## src/rtl/disc_tray_loader_controller_unit_defines.svh

```systemverilog
// Assertion macros shared by the disc tray loader controller RTL.
`ifndef DISC_TRAY_LOADER_CONTROLLER_UNIT_DEFINES_SVH
`define DISC_TRAY_LOADER_CONTROLLER_UNIT_DEFINES_SVH

// Same-cycle implication, checked out of reset.
`define DTL_ASSERT_IMPLIES(label, ante, cons) \
    label: assert property (@(posedge i_clk) disable iff (!i_rst_n) (ante) |-> (cons)) \
        else $error("dtl same-cycle check failed");

// Next-cycle implication, checked out of reset.
`define DTL_ASSERT_NEXT(label, ante, cons) \
    label: assert property (@(posedge i_clk) disable iff (!i_rst_n) (ante) |=> (cons)) \
        else $error("dtl next-cycle check failed");

`endif

```

## src/rtl/dtl_pkg.sv

```systemverilog
// Package: types, codes and reset defaults of the disc tray loader controller.
`timescale 1ns / 1ps

package dtl_pkg;

    // command codes
    localparam logic [1:0] CMD_NONE  = 2'd0;
    localparam logic [1:0] CMD_POWER = 2'd1;
    localparam logic [1:0] CMD_DISC  = 2'd2;
    localparam logic [1:0] CMD_FORCE = 2'd3;

    // command arguments
    localparam logic [1:0] ARG_OFF_LOAD = 2'd0;
    localparam logic [1:0] ARG_ON_EJECT = 2'd1;

    // configuration register indexes
    localparam logic [2:0] REG_SETTLE      = 3'd0;
    localparam logic [2:0] REG_RESET_HOLD  = 3'd1;
    localparam logic [2:0] REG_RESET_REL   = 3'd2;
    localparam logic [2:0] REG_OFF_DELAY   = 3'd3;
    localparam logic [2:0] REG_AUDIO_READY = 3'd4;
    localparam logic [2:0] REG_AUTO_INJECT = 3'd5;
    localparam logic [2:0] REG_FORCE_EJECT = 3'd6;

    // reset defaults
    localparam logic [7:0]  DEF_SETTLE      = 8'd4;
    localparam logic [7:0]  DEF_RESET_HOLD  = 8'd16;
    localparam logic [7:0]  DEF_RESET_REL   = 8'd50;
    localparam logic [7:0]  DEF_OFF_DELAY   = 8'd83;
    localparam logic [7:0]  DEF_AUDIO_READY = 8'd125;
    localparam logic [15:0] DEF_AUTO_INJECT = 16'd833;
    localparam logic [15:0] DEF_FORCE_EJECT = 16'd500;

    // power timer ceiling
    localparam logic [8:0] POWER_TICK_CAP = 9'd250;

    typedef struct packed {
        logic       machine_power;
        logic       tray_out_level;
        logic       tray_in_level;
        logic       disc_detect_level;
        logic [1:0] cmd;
        logic [1:0] cmd_arg;
    } t_item;

    typedef struct packed {
        logic [7:0]  settle_ticks;
        logic [7:0]  reset_hold_ticks;
        logic [7:0]  reset_release_ticks;
        logic [7:0]  power_off_delay_ticks;
        logic [7:0]  audio_ready_ticks;
        logic [15:0] auto_inject_ticks;
        logic [15:0] force_eject_ticks;
    } t_cfg;

    typedef struct packed {
        logic       supply_enable;
        logic       reset_release;
        logic       load_forward;
        logic       load_reverse;
        logic [2:0] disc_status;
        logic       disc_changed;
        logic       power_notify;
        logic       audio_ready;
    } t_result;

    // core status seen by the top level checks
    typedef struct packed {
        logic [3:0]  pin_levels;
        logic [15:0] force_count;
        logic        powered_up;
        logic [7:0]  power_ticks;
    } t_state;

endpackage

```

## src/rtl/dtl_outq.sv

```systemverilog
// Two-entry result queue between the core and the master stream.
`timescale 1ns / 1ps

module dtl_outq (
    input  logic             i_clk,
    input  logic             i_rst_n,
    input  logic             i_push,
    input  dtl_pkg::t_result i_data,
    output logic             o_ready,
    output logic             o_valid,
    output dtl_pkg::t_result o_data,
    input  logic             i_pop_ready
);

    dtl_pkg::t_result r_buf [2];
    logic             r_wr_ptr;
    logic             r_rd_ptr;
    logic [1:0]       r_count;
    logic             n_wr_ptr;
    logic             n_rd_ptr;
    logic [1:0]       n_count;
    logic             w_pop;

    assign o_ready = (r_count != 2'd2);
    assign o_valid = (r_count != 2'd0);
    assign o_data  = r_buf[r_rd_ptr];
    assign w_pop   = o_valid && i_pop_ready;

    always_comb begin
        n_wr_ptr = i_push ? ~r_wr_ptr : r_wr_ptr;
        n_rd_ptr = w_pop  ? ~r_rd_ptr : r_rd_ptr;
        n_count  = r_count + {1'b0, i_push} - {1'b0, w_pop};
    end

    always_ff @(posedge i_clk) begin
        if (!i_rst_n) begin
            r_wr_ptr <= 1'b0;
            r_rd_ptr <= 1'b0;
            r_count  <= 2'd0;
        end else begin
            r_wr_ptr <= n_wr_ptr;
            r_rd_ptr <= n_rd_ptr;
            r_count  <= n_count;
        end
    end

    always_ff @(posedge i_clk) begin
        if (i_push) begin
            r_buf[r_wr_ptr] <= i_data;
        end
    end

endmodule

```

## src/rtl/dtl_core.sv

```systemverilog
// Per-tick state update: power sequencing, forced eject and disc phase machine.
`timescale 1ns / 1ps

module dtl_core (
    input  logic             i_clk,
    input  logic             i_rst_n,
    input  logic             i_accept,
    input  dtl_pkg::t_item   i_item,
    input  dtl_pkg::t_cfg    i_cfg,
    output dtl_pkg::t_result o_result,
    output dtl_pkg::t_state  o_state
);

    typedef enum logic [2:0] {
        PH_UNKNOWN = 3'd0,
        PH_NODISC  = 3'd1,
        PH_READY   = 3'd2,
        PH_OUTSIDE = 3'd3,
        PH_INJECT  = 3'd4,
        PH_EJECT   = 3'd5
    } t_phase;

    typedef enum logic [1:0] {
        REQ_NONE  = 2'd0,
        REQ_LOAD  = 2'd1,
        REQ_EJECT = 2'd2
    } t_req;

    localparam logic [1:0] PIN_SUPPLY = 2'd0;
    localparam logic [1:0] PIN_RESET  = 2'd1;
    localparam logic [1:0] PIN_FWD    = 2'd2;
    localparam logic [1:0] PIN_REV    = 2'd3;

    t_phase      r_phase,   n_phase;
    t_req        r_req,     n_req;
    logic        r_pu,      n_pu;
    logic [7:0]  r_pt,      n_pt;
    logic [7:0]  r_settle,  n_settle;
    logic [15:0] r_outside, n_outside;
    logic [15:0] r_force,   n_force;
    logic [3:0]  r_pins,    n_pins;

    t_phase      w_cur;
    logic        w_changed;
    logic        w_notify;
    logic [8:0]  w_pt_inc;
    logic [8:0]  w_settle_inc;
    logic [16:0] w_outside_inc;

    // sensed phase from the pins; the ambiguous combination uses the history
    function automatic t_phase sense(input logic tout, input logic tin, input logic det,
                                     input t_phase phase, input t_req req);
        t_phase res;
        res = PH_UNKNOWN;
        if (!tin) begin
            res = PH_NODISC;
        end else if (tout && !det) begin
            res = PH_READY;
        end else if (!tout && det) begin
            res = PH_OUTSIDE;
        end else if (!tout && !det) begin
            res = PH_UNKNOWN;
        end else begin
            case (phase)
                PH_NODISC, PH_OUTSIDE: res = PH_INJECT;
                PH_READY:              res = PH_EJECT;
                PH_EJECT:              res = (req == REQ_LOAD)  ? PH_INJECT : PH_EJECT;
                PH_INJECT:             res = (req == REQ_EJECT) ? PH_EJECT  : PH_INJECT;
                default:               res = PH_UNKNOWN;
            endcase
        end
        return res;
    endfunction

    always_comb begin
        n_phase       = r_phase;
        n_req         = r_req;
        n_pu          = r_pu;
        n_pt          = r_pt;
        n_settle      = r_settle;
        n_outside     = r_outside;
        n_force       = r_force;
        n_pins        = r_pins;
        w_changed     = 1'b0;
        w_notify      = 1'b0;
        w_pt_inc      = 9'd0;
        w_settle_inc  = 9'd0;
        w_outside_inc = 17'd0;
        w_cur         = PH_UNKNOWN;

        if (i_item.machine_power) begin
            if (r_force != 16'd0) begin
                // forced eject: motor outward, then drop everything
                n_force         = r_force - 16'd1;
                n_pins[PIN_FWD] = 1'b0;
                if (n_force > {8'd0, i_cfg.reset_hold_ticks}) begin
                    n_pins[PIN_REV] = 1'b1;
                end else begin
                    n_pins    = 4'd0;
                    n_pu      = 1'b0;
                    n_phase   = PH_UNKNOWN;
                    n_req     = REQ_NONE;
                    n_outside = 16'd0;
                    n_pt      = 8'd0;
                    n_settle  = 8'd0;
                end
            end else begin
                case (i_item.cmd)
                    dtl_pkg::CMD_POWER: begin
                        if (i_item.cmd_arg == dtl_pkg::ARG_OFF_LOAD) begin
                            if (r_pu) begin
                                n_pu = 1'b0;
                                n_pt = 8'd0;
                            end
                            w_notify = 1'b1;
                        end else if (i_item.cmd_arg == dtl_pkg::ARG_ON_EJECT) begin
                            if (!r_pu) begin
                                n_pu = 1'b1;
                                n_pt = 8'd0;
                            end
                            w_notify = 1'b1;
                        end
                    end
                    dtl_pkg::CMD_DISC: begin
                        if (i_item.cmd_arg == dtl_pkg::ARG_OFF_LOAD) begin
                            n_req = REQ_LOAD;
                        end else if (i_item.cmd_arg == dtl_pkg::ARG_ON_EJECT &&
                                     r_phase != PH_UNKNOWN && r_phase != PH_NODISC) begin
                            n_req = REQ_EJECT;
                        end
                    end
                    dtl_pkg::CMD_FORCE: n_force = i_cfg.force_eject_ticks;
                    default: ;
                endcase

                // power sequencing
                w_pt_inc = {1'b0, n_pt} + 9'd1;
                if (n_pu) begin
                    n_pins[PIN_SUPPLY] = 1'b1;
                    if (w_pt_inc > {1'b0, i_cfg.reset_release_ticks}) begin
                        n_pins[PIN_RESET] = 1'b1;
                    end else if (w_pt_inc > {1'b0, i_cfg.reset_hold_ticks}) begin
                        n_pins[PIN_RESET] = 1'b0;
                    end
                end else if (w_pt_inc > {1'b0, i_cfg.power_off_delay_ticks}) begin
                    n_pins[PIN_SUPPLY] = 1'b0;
                    n_pins[PIN_RESET]  = 1'b0;
                end
                n_pt = (w_pt_inc > dtl_pkg::POWER_TICK_CAP) ? 8'(w_pt_inc - 9'd1)
                                                             : w_pt_inc[7:0];

                // disc phase machine
                w_cur = sense(i_item.tray_out_level, i_item.tray_in_level,
                              i_item.disc_detect_level, r_phase, n_req);
                if (r_phase == PH_UNKNOWN) begin
                    w_settle_inc = {1'b0, r_settle} + 9'd1;
                    if (w_settle_inc > {1'b0, i_cfg.settle_ticks}) begin
                        n_phase = w_cur;
                    end else begin
                        n_settle = w_settle_inc[7:0];
                    end
                end else begin
                    case (r_phase)
                        PH_READY: begin
                            if (n_req == REQ_EJECT) n_pins[PIN_REV] = 1'b1;
                        end
                        PH_OUTSIDE: begin
                            w_outside_inc = {1'b0, r_outside} + 17'd1;
                            if (w_outside_inc > {1'b0, i_cfg.auto_inject_ticks} ||
                                n_req == REQ_LOAD) begin
                                n_pins[PIN_FWD] = 1'b1;
                                n_outside       = 16'd0;
                            end else begin
                                n_outside = w_outside_inc[15:0];
                                if (w_cur == PH_NODISC) begin
                                    n_pins[PIN_FWD] = 1'b0;
                                    n_req           = REQ_NONE;
                                end
                            end
                        end
                        PH_INJECT: begin
                            if (w_cur == PH_READY || w_cur == PH_NODISC) begin
                                n_pins[PIN_FWD] = 1'b0;
                                n_req           = REQ_NONE;
                            end
                            if (n_req == REQ_EJECT) begin
                                n_pins[PIN_FWD] = 1'b0;
                                n_pins[PIN_REV] = 1'b1;
                            end
                        end
                        PH_EJECT: begin
                            if (w_cur == PH_OUTSIDE || w_cur == PH_NODISC) begin
                                n_pins[PIN_REV] = 1'b0;
                                n_req           = REQ_NONE;
                                n_outside       = 16'd0;
                            end
                            if (n_req == REQ_LOAD) begin
                                n_pins[PIN_REV] = 1'b0;
                                n_pins[PIN_FWD] = 1'b1;
                            end
                        end
                        PH_NODISC: begin
                            if (w_cur == PH_OUTSIDE) n_pins[PIN_FWD] = 1'b1;
                        end
                        default: ;
                    endcase
                    w_changed = (r_phase != w_cur);
                    n_phase   = w_cur;
                end
            end
        end
    end

    always_ff @(posedge i_clk) begin
        if (!i_rst_n) begin
            r_phase   <= PH_UNKNOWN;
            r_req     <= REQ_NONE;
            r_pu      <= 1'b0;
            r_pt      <= 8'd0;
            r_settle  <= 8'd0;
            r_outside <= 16'd0;
            r_force   <= 16'd0;
            r_pins    <= 4'd0;
        end else if (i_accept) begin
            r_phase   <= n_phase;
            r_req     <= n_req;
            r_pu      <= n_pu;
            r_pt      <= n_pt;
            r_settle  <= n_settle;
            r_outside <= n_outside;
            r_force   <= n_force;
            r_pins    <= n_pins;
        end
    end

    always_comb begin
        o_result.supply_enable = n_pins[PIN_SUPPLY];
        o_result.reset_release = n_pins[PIN_RESET];
        o_result.load_forward  = n_pins[PIN_FWD];
        o_result.load_reverse  = n_pins[PIN_REV];
        o_result.disc_status   = n_phase;
        o_result.disc_changed  = w_changed;
        o_result.power_notify  = w_notify;
        o_result.audio_ready   = n_pu && (n_pt >= i_cfg.audio_ready_ticks);
    end

    assign o_state.pin_levels  = r_pins;
    assign o_state.force_count = r_force;
    assign o_state.powered_up  = r_pu;
    assign o_state.power_ticks = r_pt;

endmodule

```

## src/rtl/disc_tray_loader_controller_unit.sv

```systemverilog
// Top level of the disc tray loader controller: config registers, core and result queue.
`timescale 1ns / 1ps
`include "disc_tray_loader_controller_unit_defines.svh"

// Channel   Direction  Handshake                      Payload
// s_axis    in         s_axis_tvalid / s_axis_tready  tdata: tick sensors + cmd_arg, tuser: cmd
// m_axis    out        m_axis_tvalid / m_axis_tready  tdata: drive lines and disc status
// cfg       in         i_cfg_valid / o_cfg_ready      i_cfg_index, i_cfg_data
//
// One tick request is taken per cycle while the queue has room; its result goes to the queue.
// The core's per-tick update is a single combinational pass from the state registers
// into the two-entry result queue, so throughput is one request per clock.
// s_axis stalls only when both queue entries hold results not yet taken.
// Reset (synchronous, active low) clears state and queue and loads register defaults.
// Config writes are always accepted; write them only while the block is idle.

module disc_tray_loader_controller_unit (
    input  logic        i_clk,
    input  logic        i_rst_n,
    // tick requests
    input  logic        s_axis_tvalid,
    output logic        s_axis_tready,
    // [0] machine_power [1] tray_out_level [2] tray_in_level [3] disc_detect_level
    // [5:4] cmd_arg [7:6] zero
    input  logic [7:0]  s_axis_tdata,
    // [1:0] cmd
    input  logic [1:0]  s_axis_tuser,
    // results
    output logic        m_axis_tvalid,
    input  logic        m_axis_tready,
    // [0] supply_enable [1] reset_release [2] load_forward [3] load_reverse
    // [6:4] disc_status [7] disc_changed [8] power_notify [9] audio_ready [15:10] zero
    output logic [15:0] m_axis_tdata,
    // configuration writes
    input  logic        i_cfg_valid,
    output logic        o_cfg_ready,
    input  logic [2:0]  i_cfg_index,
    input  logic [15:0] i_cfg_data
);

    dtl_pkg::t_cfg    r_cfg;
    dtl_pkg::t_item   w_item;
    dtl_pkg::t_result w_core_result;
    dtl_pkg::t_result w_out;
    dtl_pkg::t_state  w_state;
    logic             w_accept;

    assign o_cfg_ready = 1'b1;
    assign w_accept    = s_axis_tvalid && s_axis_tready;

    // unpack the tick request
    assign w_item.machine_power     = s_axis_tdata[0];
    assign w_item.tray_out_level    = s_axis_tdata[1];
    assign w_item.tray_in_level     = s_axis_tdata[2];
    assign w_item.disc_detect_level = s_axis_tdata[3];
    assign w_item.cmd_arg           = s_axis_tdata[5:4];
    assign w_item.cmd               = s_axis_tuser;

    // configuration registers; narrow ones take the low byte
    always_ff @(posedge i_clk) begin
        if (!i_rst_n) begin
            r_cfg.settle_ticks          <= dtl_pkg::DEF_SETTLE;
            r_cfg.reset_hold_ticks      <= dtl_pkg::DEF_RESET_HOLD;
            r_cfg.reset_release_ticks   <= dtl_pkg::DEF_RESET_REL;
            r_cfg.power_off_delay_ticks <= dtl_pkg::DEF_OFF_DELAY;
            r_cfg.audio_ready_ticks     <= dtl_pkg::DEF_AUDIO_READY;
            r_cfg.auto_inject_ticks     <= dtl_pkg::DEF_AUTO_INJECT;
            r_cfg.force_eject_ticks     <= dtl_pkg::DEF_FORCE_EJECT;
        end else if (i_cfg_valid && o_cfg_ready) begin
            case (i_cfg_index)
                dtl_pkg::REG_SETTLE:      r_cfg.settle_ticks          <= i_cfg_data[7:0];
                dtl_pkg::REG_RESET_HOLD:  r_cfg.reset_hold_ticks      <= i_cfg_data[7:0];
                dtl_pkg::REG_RESET_REL:   r_cfg.reset_release_ticks   <= i_cfg_data[7:0];
                dtl_pkg::REG_OFF_DELAY:   r_cfg.power_off_delay_ticks <= i_cfg_data[7:0];
                dtl_pkg::REG_AUDIO_READY: r_cfg.audio_ready_ticks     <= i_cfg_data[7:0];
                dtl_pkg::REG_AUTO_INJECT: r_cfg.auto_inject_ticks     <= i_cfg_data;
                dtl_pkg::REG_FORCE_EJECT: r_cfg.force_eject_ticks     <= i_cfg_data;
                default: ;
            endcase
        end
    end

    // per-tick update; state advances on each accepted request
    dtl_core u_core (
        .i_clk    (i_clk),
        .i_rst_n  (i_rst_n),
        .i_accept (w_accept),
        .i_item   (w_item),
        .i_cfg    (r_cfg),
        .o_result (w_core_result),
        .o_state  (w_state)
    );

    // result queue decouples the two stream sides
    dtl_outq u_outq (
        .i_clk       (i_clk),
        .i_rst_n     (i_rst_n),
        .i_push      (w_accept),
        .i_data      (w_core_result),
        .o_ready     (s_axis_tready),
        .o_valid     (m_axis_tvalid),
        .o_data      (w_out),
        .i_pop_ready (m_axis_tready)
    );

    // pack the result
    assign m_axis_tdata = {6'd0,
                           w_out.audio_ready,
                           w_out.power_notify,
                           w_out.disc_changed,
                           w_out.disc_status,
                           w_out.load_reverse,
                           w_out.load_forward,
                           w_out.reset_release,
                           w_out.supply_enable};

    // a stalled input side means the queue is full, so a result must be on offer
    `DTL_ASSERT_IMPLIES(a_stall_has_result, !s_axis_tready, m_axis_tvalid)
    // a tick without machine power leaves the drive state untouched
    `DTL_ASSERT_NEXT(a_no_power_freezes, w_accept && !w_item.machine_power, $stable(w_state))
    // a running forced eject never drives the inject motor
    `DTL_ASSERT_NEXT(a_force_no_forward,
        w_accept && w_item.machine_power && (w_state.force_count != 16'd0),
        !w_state.pin_levels[2])

endmodule

```

## config.mk

```make
export PLATFORM = sky130hd
export DESIGN_NAME = disc_tray_loader_controller_unit
export DESIGN_NICKNAME = d
export VERILOG_FILES = /design/src/rtl/dtl_pkg.sv /design/src/rtl/dtl_outq.sv /design/src/rtl/dtl_core.sv /design/src/rtl/disc_tray_loader_controller_unit.sv
export VERILOG_INCLUDE_DIRS = /design/src /design/src/rtl
export SDC_FILE = /design/constraint.sdc
export NUM_CORES = 1
export LEC_CHECK = 0
export ABC_CLOCK_PERIOD_IN_PS = 5650
export BUFFER_PORTS_ARGS = -buffer_cell sky130_fd_sc_hd__buf_2
export CAP_MARGIN = 20
export CORE_ASPECT_RATIO = 1.5
export CORE_MARGIN = 1.5
export CORE_UTILIZATION = 41
export CTS_CLUSTER_DIAMETER = 60
export CTS_CLUSTER_SIZE = 24
export DETAILED_ROUTE_END_ITERATION = 10
export HOLD_SLACK_MARGIN = 0.05
export PLACE_DENSITY = 0.67
export REMOVE_ABC_BUFFERS = 1
export SYNTH_ARGS = -nofsm -noshare
export SYNTH_HDL_FRONTEND = slang
export SYNTH_SLANG_ARGS = --single-unit
```

## constraint.sdc

```tcl
create_clock -name i_clk -period 5.65 [get_ports i_clk]
set_input_delay 1.13 -clock i_clk [delete_from_list [all_inputs] [get_ports i_clk]]
set_output_delay 1.13 -clock i_clk [all_outputs]
set_load 0.005 [all_outputs]
```

After elaboration in Yosys (flattened, before gate mapping)
Memories as Yosys holds them, arrays and structs flattened. A register that Yosys moved wholly into a read port is not among the register bits.
Cells that the tools add are included.
Widths: inputs -> output; s select.
{"block": "word_totals", "elab_cells": 196, "mem_bits_rw": 20, "latch_bits": 0, "input_bits": 34, "n_memories": 1, "romBits": 0, "out_inout_bits": 19, "ff_bits": 134}
{"memory": "u_outq.r_buf", "depth": 2, "word_bits": 10, "read_ports": 1, "rd_ports_with_merged_regs": 1, "write_ports": 1, "line": "dtl_outq.sv:15", "rtl": "dtl_pkg::t_result r_buf [2];"}
{"block": "classes", "addsub": 7, "shift": 0, "div_mod_pow": 0, "order_cmp": 8, "eq_ne": 29, "n_bitwise": 2, "n_mux": 97, "n_reduce_logical": 34, "mul": 0}
{"cell": "$mux 8", "n": 15}
{"cell": "$mux 16", "n": 7}
{"cell": "$mux 2", "n": 26}
{"cell": "$gt 9x8->1", "n": 4}
{"cell": "$mux 3", "n": 11}
{"cell": "$pmux 16 s2", "n": 1}
{"cell": "$mux 1", "n": 31}
{"cell": "$add 8x1->9 const B", "n": 2}
{"cell": "$eq 3x2->1 const B", "n": 6}
{"cell": "$add 16x1->17 const B", "n": 1}
{"cell": "$gt 17x16->1", "n": 1}
{"cell": "$gt 16x8->1", "n": 1}
{"cell": "$reduce_bool 16->1", "n": 1}
{"cell": "$sub 16x1->16 const B", "n": 1}
{"cell": "$eq 3x3->1 const B", "n": 5}
{"cell": "$reduce_and 2->1", "n": 7}
{"cell": "$pmux 3 s4", "n": 1}
{"cell": "$eq 3x1->1 const B", "n": 3}
{"cell": "$gt 9x8->1 const B", "n": 1}
{"cell": "$eq 2x1->1 const B", "n": 4}
{"cell": "$eq 2x2->1 const B", "n": 4}
{"cell": "$ge 8x8->1", "n": 1}
{"cell": "$logic_and 1x1->1", "n": 8}
{"cell": "$mux 4", "n": 2}
{"cell": "21 further kinds", "n": 33}

Logic depth before layout (Yosys ltp)
Gate-level depths: netlist of the first run.
{"block": "logic_depth", "word_depth": 30, "ltp_mapped": 24, "ltp_nobuf": 23}

Cells and area by module
A second synthesis of the first run with hierarchy kept.
{"block": "hier_totals", "cells_unflattened": 1183, "area_unflattened_um2": 9885.7}
{"module": "dtl_core", "n_inst": 1, "cells_per_inst": 845, "area_per_inst_um2": 6024.5}
{"module": "disc_tray_loader_controller_unit", "n_inst": 1, "cells_per_inst": 284, "area_per_inst_um2": 2897.8}
{"module": "dtl_outq", "n_inst": 1, "cells_per_inst": 54, "area_per_inst_um2": 963.4}

Least setup slack after synthesis of the first run
OpenSTA, ideal clock, no wires.
{"block": "synth_path", "kind": "input to register", "start": "input s_axis_tdata[5]", "end": "memory u_outq.r_buf[0][0] (netlist name), data pin", "required_time_ns": 5.393, "n_path_buf": 1, "setup_slack_ns": 0.566, "arrival_ns": 4.827, "path_stages": 22, "path_cell_list": "nor3b_1 > nand2_1 > nand2_1 > inv_1 > ha_1 > clkbuf_1 > inv_1 > nor3b_1 > o21ai_0 > a211oi_1 > a31oi_1 > o21ai_0 > a32oi_1 > ha_1 > nand2b_1 > a21o_1 > a21o_1 > a21oi_1 > nor2b_1 > o21ai_0 > a21oi_1 > o21ba_2"}
{"element": "from (decl)", "line": "disc_tray_loader_controller_unit.sv:25", "rtl": "input logic [7:0] s_axis_tdata,"}
{"element": "to (decl)", "line": "dtl_outq.sv:15"}

==> results.json, run 1 <==
{
  "finalSetupViolCount": 0,
  "dr.pass1.iters": 5,
  "dpl.hpwl_mm": 18.1,
  "critical_path.cell_chain": "buf_2 -> nor3b_1 -> buf_4 -> nand2_1 -> nand2_1 -> inv_1 -> ha_1 -> inv_1 -> nor3b_1 -> o21ai_0 -> a211oi_1 -> a31oi_1 -> buf_4 -> a32oi_1 -> ha_1 -> nand2b_1 -> a21o_1 -> a21o_1 -> a21oi_1 -> nor2b_1 -> o21ai_0 -> a21oi_1 -> o21ba_2",
  "grtUsageTotal_pct": 20.7,
  "syn_to_final_growth_pct": 10.7,
  "crit_type": "primary input to flop",
  "async_flop_share_pct": 0,
  "drc": 0,
  "cts_sinks": 155,
  "wl_mm": 24.9,
  "drtAntennaViolNets": 0,
  "path_max_fanout": 10,
  "insertion_delay_ps": 440,
  "ys_top_cells_by_area": "dfxtp_1 28%, ha_1 9.8%, nand2_1 8.1%",
  "yosys.area.top_type": "dfxtp_1",
  "powerDensity_nw_per_um2": 393,
  "cts_buffers": 17,
  "setup_tns_ps": 0,
  "cts-root-buf": "clkbuf_16",
  "worstRegToRegCells": 22,
  "yosysTopAreaCellShare_pct": 27.9,
  "first_iter_violations": 475,
  "syn-cell-area_um2": 9690,
  "holdWs_ps": 464,
  "endpoint_kind": "flop",
  "synth_commonest_cells": "208 x nand2_1, 135 x dfxtp_1, 79 x inv_1, 76 x ha_1, 67 x a21boi_0",
  "dieArea_um2": 24600,
  "rsz0062_at_grt": "no",
  "wl_per_cell_um": 16.2,
  "cp-start-kind": "primary input",
  "hold_path_depth": 2,
  "fin_total_pwr_mw": 4.21,
  "grt_max_degree": 101,
  "reg2reg_to": "u_outq.r_buf[0][0]",
  "finalCriticalPeriod_ps": 5000,
  "h-tree-depth": 4,
  "max_freq_mhz": 200,
  "fin_crit_sh_pct": 88.4,
  "die_x_um": 129,
  "slew_violations": 0,
  "ir_drop_uv": 240,
  "yosys_warnings": 0,
  "required_ps": 5840,
  "power.leakage_nw": 4.29,
  "synth_edf_count": 20,
  "grt_first_pass_wirelength_mm": 40.3,
  "ys_seq_area_share_pct": 34.1,
  "synth_cell_type_count": 72,
  "hp-start": "r_cfg[30]",
  "io_pins": 53,
  "clkSlewWorstSetupHoldPaths_ps": 60,
  "hold_violations": 0,
  "finalNetCount": 1320,
  "yosysMostFrequentCell": "nand2_1",
  "diodes": 0,
  "maxCapViolCount": 0,
  "die_y_um": 191,
  "initial_core_util_pct": 41.9,
  "synth_flop_cell": "dfxtp_1",
  "worstPathArrival_ps": 5190,
  "status": "finished, final reports clean",
  "finClkSkew_ps": 12.6,
  "vias": 8484,
  "r2r_start": "u_core.r_force[0]",
  "floorplan.rows": 68,
  "cts_buffer_depth": 2,
  "final_layout_size_suffix_gt1_share_pct": 9.89,
  "post_cts_buffers": 0,
  "synth_area_per_cell_um2": 8.14,
  "maxSlewHeadroom_pct": 31.3,
  "synth_cells": 1190,
  "slowest_delay_ps": 450,
  "synth-seq-cells": 155,
  "hp-class": "flop to flop",
  "antenna_found_initial": 1,
  "min_to": "r_cfg[30]",
  "slowest_stage": "ha_1",
  "core-area_um2": 23100,
  "cts_resized": 0,
  "port-buffer-count": 43,
  "viasPerCell": 5.52,
  "max_slew.worst_pin.slew_ps": 1030,
  "rrSetupSlack_ps": 930,
  "grt-ovfl-total": 0,
  "holdBufCountCts": 0,
  "tritoncts": "built",
  "gp_congestion": 0.916,
  "first_global_vias": 8169
}
==> critical path: cells and delay by family <==
kind / cells / cell delay [ps]
compound gates: 10 / 1750
fa+ha+maj: 2 / 700
buf+inv: 5 / 830
simple gates: 6 / 750
==> registers in the layout, summed over array words and instances, names as in the netlist, 3 cells and up, named ones only <==
| signal | cells |
|---|---|
| u_core.r_force | 16 |
| u_core.r_pins | 4 |
| u_core.r_phase | 3 |
| u_core.r_outside | 16 |
| u_outq.r_buf | 20 |
| r_cfg | 72 |
| u_core.r_settle | 8 |
| u_core.r_pt | 8 |
==> placed cells by master (no fill, tap or decap), types with 7 or more instances in the layout <==
cell / count
o211ai_1: 21
o21a_1: 14
and2_1: 15
buf_2: 42
nor3_1: 19
nand2_1: 208
nand4_1: 18
a21oi_1: 60
buf_4: 16
dfxtp_1: 135
a21boi_0: 67
xnor2_1: 20
mux2i_1: 9
conb_1: 7
and3_1: 12
nor2_1: 52
a211oi_1: 7
clkbuf_16: 17
inv_1: 79
a21o_1: 7
nand3_1: 45
nor2b_1: 24
xor2_1: 16
o22ai_1: 14
edfxtp_1: 20
o21ai_0: 42
a22oi_1: 8
ha_1: 76
mux2_2: 10
nand3b_1: 18
nand2b_1: 18
a31oi_1: 7
==> worst max-delay path by stage <==
stage | start | to | slack (ps) | depth (start not counted)
final | s_axis_tuser[0] | u_outq.r_buf[0][0] | 650 | 23
after global routing | s_axis_tuser[0] | u_outq.r_buf[1][0] | 250 | 22
after CTS | s_axis_tuser[0] | u_outq.r_buf[0][0] | 650 | 23
after detailed placement | s_axis_tuser[0] | u_outq.r_buf[0][0] | 220 | 23
after global placement | s_axis_tuser[0] | u_outq.r_buf[0][0] | 240 | 23
after floorplan | s_axis_tdata[5] | u_outq.r_buf[0][0] | 590 | 21
==> area by class of cell <==
| class | count | area, µm² |
|---|---|---|
| clock buffer | 18 | 439 |
| clock inverter | 14 | 136 |
| fill | 2341 | 12400 |
| inverter | 79 | 297 |
| multi-input combinational | 898 | 5820 |
| sequential | 155 | 3300 |
| tap | 315 | 394 |
| timing repair buffer | 59 | 338 |
==> cells by family after synthesis <==
family | after synthesis | synth area share, %
xor gates and xnor gates | 36 | 3.25
AOI/OAI and AO/OA | 298 | 21.0
and+or+nand+nor | 462 | 23.6
other | 2 | 0.0775
buffers and inverters | 142 | 6.03
adders and majority gates | 76 | 9.82
DFF | 155 | 34.1
muxes | 19 | 2.09
==> power by group <==
part | total (mW) | switching, mW | internal (mW)
combinational | 1.76 | 1.08 | 0.675
sequential | 1.32 | 0.104 | 1.22
clock | 1.13 | 0.500 | 0.627
==> metal layers <==
metal / vias to the layer above / GRT usage, % / part of all wire (%)
met2: 200 / 37.9 / 52
met1: 4014 / 23.0 / 41
met3: 58 / 3.69 / 4.7
met5: - / 0 / 0
met4: 0 / 9.33 / 3.0
li1: 4212 / - / -
==> through the flow <==
step,cells,util [%],instance area [µm²],setup slack [ps]
final,1538,46.3,10700,655
after floorplan,1132,-,9420,595
after global placement,1505,43.8,10100,243
after global routing,1538,46.3,10700,252
after CTS,1537,46.3,10700,653
after detailed placement,1505,43.8,10100,224
Power figures use the tool's default switching activity.
==> run 2: changes to the inputs <==
REMOVE_ABC_BUFFERS = not set   (was 1)
==> run 2 against run 1 <==
  * Worst setup slack worse by 170 ps
  * Sequential share of layout area decreased by 0.15 points
  * Clock skew shrank 4.1 ps
  * Non-clock buffer count grew 2
  * Register-to-register slack got worse by 30 ps
  * Via count up 0.73%
  * Critical endpoint is now u_outq.r_buf[1][0]
==> results.json, run 2 (synthesis gave the netlist of run 1 again) <==
{
  "grt_max_degree": 87,
  "required_ps": 5840,
  "maxCapViolCount": 0,
  "final_layout_size_suffix_gt1_share_pct": 9.88,
  "die_y_um": 191,
  "grt_first_pass_wirelength_mm": 40.7,
  "final_common_cell": "nand2_1",
  "first_global_vias": 8193,
  "cts_sinks": 155,
  "grt-ovfl-total": 0,
  "maxSlewHeadroom_pct": 29.5,
  "port-buffer-count": 43,
  "critical_path.cell_chain": "buf_2 -> nor3b_1 -> buf_4 -> nand2_1 -> nand2_1 -> inv_1 -> ha_1 -> nand2b_1 -> a21oi_1 -> o21ai_0 -> a211oi_1 -> a31oi_1 -> o21ai_0 -> a32oi_1 -> ha_1 -> nand2b_1 -> a21o_1 -> a21o_1 -> a21oi_1 -> nor2b_1 -> o21ai_0 -> a21oi_1 -> o21ba_2",
  "antenna_found_initial": 0,
  "layout_common_cells": "208 x nand2_1, 135 x dfxtp_1, 79 x inv_1",
  "initial_core_util_pct": 41.9,
  "hold_violations": 0,
  "powerDensity_nw_per_um2": 397,
  "grtUsageTotal_pct": 21.1,
  "post_cts_buffers": 0,
  "regMostFlops": "r_cfg",
  "finalCriticalPeriod_ps": 5170,
  "cts_resized": 0,
  "slew_violations": 0,
  "finalNetCount": 1322,
  "power.leakage_nw": 4.30,
  "dpl.hpwl_mm": 18.3,
  "crit_family": "compound AO/OA/AOI/OAI gates",
  "crit_type": "primary input to flop",
  "drc": 0,
  "r2r_start": "u_core.r_force[0]",
  "endpoint_kind": "flop",
  "first_iter_violations": 516,
  "critPathLaunch": "s_axis_tdata[5]",
  "hp-class": "flop to flop",
  "io_pins": 53,
  "largest_register_ffs": 72,
  "drtAntennaViolNets": 0,
  "worstPathArrival_ps": 5360,
  "path_max_fanout": 8,
  "wl_per_cell_um": 16.3,
  "wl_mm": 25.1,
  "cts_buffers": 17,
  "finalSetupViolCount": 0,
  "max_freq_mhz": 193,
  "dr.pass1.iters": 5,
  "syn_to_final_growth_pct": 11.3,
  "critPathBufInv": 3,
  "tritoncts": "built",
  "hp-start": "r_cfg[69]",
  "floorplan.rows": 68,
  "diodes": 0,
  "vias": 8546,
  "dieArea_um2": 24600,
  "max_slew.worst_pin.slew_ps": 1050,
  "ir_drop_uv": 279,
  "clkSlewWorstSetupHoldPaths_ps": 60,
  "h-tree-depth": 4,
  "cts_buffer_depth": 2,
  "fin_crit_sh_pct": 91.5,
  "viasPerCell": 5.55,
  "top_regs": "r_cfg x72, u_outq.r_buf x20",
  "fin_total_pwr_mw": 4.28,
  "die_x_um": 129,
  "holdBufCountCts": 0,
  "cts-root-buf": "clkbuf_16",
  "finClkSkew_ps": 8.42,
  "gp_congestion": 0.861,
  "setup_tns_ps": 0,
  "rsz0062_at_grt": "no",
  "cp-start-kind": "primary input",
  "status": "finished, final reports clean",
  "core-area_um2": 23100,
  "slowest_delay_ps": 630,
  "insertion_delay_ps": 440,
  "slowest_stage": "a31oi_1"
}
## run 2: cell count changes in the layout (fill, tap and decap cells not counted)
| cell | change |
|---|---|
| buf_4 | +2 |
| bufinv_16 | +2 |
| clkinv_2 | -2 |
| clkinv_4 | -2 |
| clkinvlp_4 | +2 |
| inv_8 | -2 |
| buf_6 | +1 |
| clkbuf_1 | +1 |
| clkbuf_4 | -1 |
| clkinv_1 | +1 |
## run 2: layer usage
metal | global-route usage (%) | routed length [µm] | vias to the layer above
li1 | - | - | 4210
met1 | 23.8 | 10500 | 4072
met2 | 38.7 | 13000 | 215
met3 | 3.86 | 1010 | 49
met4 | 8.25 | 609 | 0
met5 | 0 | 0 | -
## run 2: metrics by stage
| stage | instance area (µm²) | std cells | worst slack, ps | utilization, % | hold slack (ps) |
|---|---|---|---|---|---|
| global route | 10800 | 1540 | 212 | 46.6 | 487 |
| CTS | 10800 | 1539 | 567 | 46.5 | 467 |
| global placement | 10200 | 1507 | 164 | 43.9 | 448 |
| floorplan | 9710 | 1195 | 566 | - | 435 |
| finish | 10800 | 1540 | 481 | 46.6 | 464 |
| detailed placement | 10200 | 1507 | 126 | 43.9 | 452 |
## run 2: cell type report
type / instances / area [µm²]
fill: 2364 / 12400
clock buffer: 19 / 443
tap: 315 / 394
multi-input combinational: 898 / 5820
sequential: 155 / 3300
inverter: 79 / 297
timing repair buffer: 61 / 357
clock inverter: 13 / 165
## run 2: report_power, final
group | total [mW] | switching [mW] | internal, mW
clock | 1.19 | 0.483 | 0.709
sequential | 1.33 | 0.107 | 1.22
combinational | 1.76 | 1.08 | 0.684
## run 2: final timing paths
check / endpoint / slack (ps) / cells after the start
worst max-delay path: u_outq.r_buf[1][0] / 480 / 23
worst min-delay path: r_cfg[69] / 460 / 2
worst max register to register: u_outq.r_buf[1][0] / 900 / 22
worst min register to register: r_cfg[69] / 460 / 2
## run 2: tightest hold or removal path, stage by stage (launching register included)
cell and delay (ps):
dfxtp_1 310, nand2_1 50, a21boi_0 60
==> run 3: changes to the inputs <==
BUFFER_PORTS_ARGS = -buffer_cell sky130_fd_sc_hd__clkbuf_2   (was -buffer_cell sky130_fd_sc_hd__buf_2)
==> run 3 against run 2 <==
  * Via count down 1.4%
  * Fmax up 1.7%
  * Utilization down 0.23 points
  * Combinational power about the same
  * Die area unchanged
  * Total power down 3.0%
  * Clock skew down 2.8 ps
  * Critical path depth unchanged
  * Clock power down 11%
==> results.json, run 3 (synthesis gave the netlist of run 1 again) <==
{
  "status": "finished, final reports clean",
  "wl_met2_mm": 12.9,
  "wl_met1_mm": 10.7,
  "h-tree-depth": 4,
  "dr.max_layer_used": "met4",
  "grt-ovfl-total": 0,
  "swShare_pct": 40.3,
  "port-buffer-count": 43,
  "cts_buffers": 17,
  "top_regs": "r_cfg x72, u_outq.r_buf x20",
  "power.leakage_nw": 4.28,
  "comb_power_share_pct": 42.5,
  "dpl_cell_area_um2": 10100,
  "cp-start-kind": "primary input",
  "wl_per_cell_um": 16.3,
  "grt_first_pass_wirelength_mm": 41.0,
  "power_frac_clock_pct": 25.6,
  "critical_path.cell_chain": "clkbuf_2 -> nor3b_1 -> buf_4 -> nand2_1 -> nand2_1 -> inv_1 -> ha_1 -> nand2b_1 -> nor3_1 -> o21ai_0 -> a211oi_1 -> a31oi_1 -> o21ai_0 -> a32oi_1 -> ha_1 -> nand2b_1 -> a21o_1 -> a21o_1 -> a21oi_1 -> nor2b_1 -> o21ai_0 -> a21oi_1 -> o21ba_2",
  "wl_mm": 25.1,
  "required_ps": 5840,
  "cts-root-buf": "clkbuf_16",
  "die_x_um": 129,
  "clkSlewWorstSetupHoldPaths_ps": 60,
  "drtAntennaViolNets": 0,
  "setup_tns_ps": 0,
  "worstPathArrival_ps": 5270,
  "grtUsageTotal_pct": 21.1,
  "gp_congestion": 0.874,
  "cts_sinks": 155,
  "dr.pass1.iters": 5,
  "cts_resized": 0,
  "path_max_fanout": 8,
  "p_int_mw": 2.48,
  "finalCriticalPeriod_ps": 5080,
  "endpoint_kind": "flop",
  "maxSlewHeadroom_pct": 30.5,
  "powerDensity_nw_per_um2": 387,
  "seqPwrFrac_pct": 31.9,
  "io_pins": 53,
  "diodes": 0,
  "crit_type": "primary input to flop",
  "insertion_delay_ps": 430,
  "final_layout_size_suffix_gt1_share_pct": 10.0,
  "drc": 0,
  "final_cell_area_um2": 10700,
  "tritoncts": "built",
  "cts_buffer_depth": 2,
  "layout_common_cells": "208 x nand2_1, 135 x dfxtp_1, 79 x inv_1",
  "max_slew.worst_pin.slew_ps": 1030,
  "first_iter_violations": 504,
  "regMostFlops": "r_cfg",
  "finClkSkew_ps": 5.62,
  "slowest_delay_ps": 590,
  "finalSetupViolCount": 0,
  "met3_length_um": 925,
  "rsz0062_at_grt": "no",
  "largest_register_ffs": 72,
  "power.net_switching_mw": 1.67,
  "rrSetupSlack_ps": 910,
  "die_y_um": 191,
  "placedCellCount": 1506,
  "dpl.hpwl_mm": 18.3,
  "ir_drop_uv": 292,
  "final_common_cell": "nand2_1",
  "hp-class": "flop to flop",
  "holdBufCountCts": 0,
  "finalNetCount": 1323,
  "fin_crit_sh_pct": 90.0,
  "post_cts_buffers": 0,
  "dieArea_um2": 24600,
  "first_global_vias": 8057,
  "viasPerCell": 5.47,
  "antenna_found_initial": 0,
  "floorplan.rows": 68,
  "maxCapViolCount": 0,
  "slowest_stage": "a31oi_1",
  "vias": 8426,
  "max_freq_mhz": 197,
  "cpMostUsedCell": "o21ai_0",
  "core-area_um2": 23100,
  "slew_violations": 0,
  "grt_max_degree": 120,
  "syn_to_final_growth_pct": 10.7,
  "fin_cells": 1541,
  "initial_core_util_pct": 41.9,
  "hold_violations": 0
}
==> run 3: area by class of cell <==
cell class              count  area [µm²]
fillers                  2330       12400
repair buffers             62         373
well taps                 315         394
inverters                  79         297
flip-flops and latches    155        3300
clock inverters            13        96.3
multi-input cells         898        5820
clock buffers              19         443
==> run 3: per-stage QoR <==
step	utilization [%]	total power [mW]	hold WS (ps)	setup slack [ps]
after detailed placement	43.9	3.10	459	186
after global placement	43.9	3.07	448	175
after floorplan	-	2.62	435	566
after CTS	46.2	4.16	470	643
after global routing	46.3	4.44	481	156
final	46.3	4.15	464	568
==> run 3: worst max-delay path, delay by kind of cell <==
kind,cells,cell delay (ps)
AOI/OAI and AO/OA,11,2220
and+or+nand+nor,7,920
adders and majority gates,2,570
buffers and inverters,3,450
==> run 3: per-layer routing <==
layer / up-vias / GRT usage, %
met3: 40 / 3.33
met2: 203 / 38.0
met1: 3974 / 24.9
li1: 4209 / -
met4: 0 / 8.12
met5: - / 0
==> run 3: power groups by stage <==
stage               Clock (mW)  Combinational (mW)  Sequential [mW]
floorplan                    0                1.32             1.30
global placement             0                1.72             1.34
detailed placement           0                1.75             1.35
CTS                       1.08                1.76             1.32
global route              1.13                1.97             1.34
finish                    1.06                1.77             1.33
==> run 3: path summary, 6_finish.rpt <==
path,start,end,cells past startpoint
worst max-delay path,s_axis_tuser[0],u_outq.r_buf[0][0],23
worst min register to register,r_cfg[45],r_cfg[45],2
worst max register to register,u_core.r_force[0],u_outq.r_buf[0][0],22
worst min-delay path,r_cfg[45],r_cfg[45],2
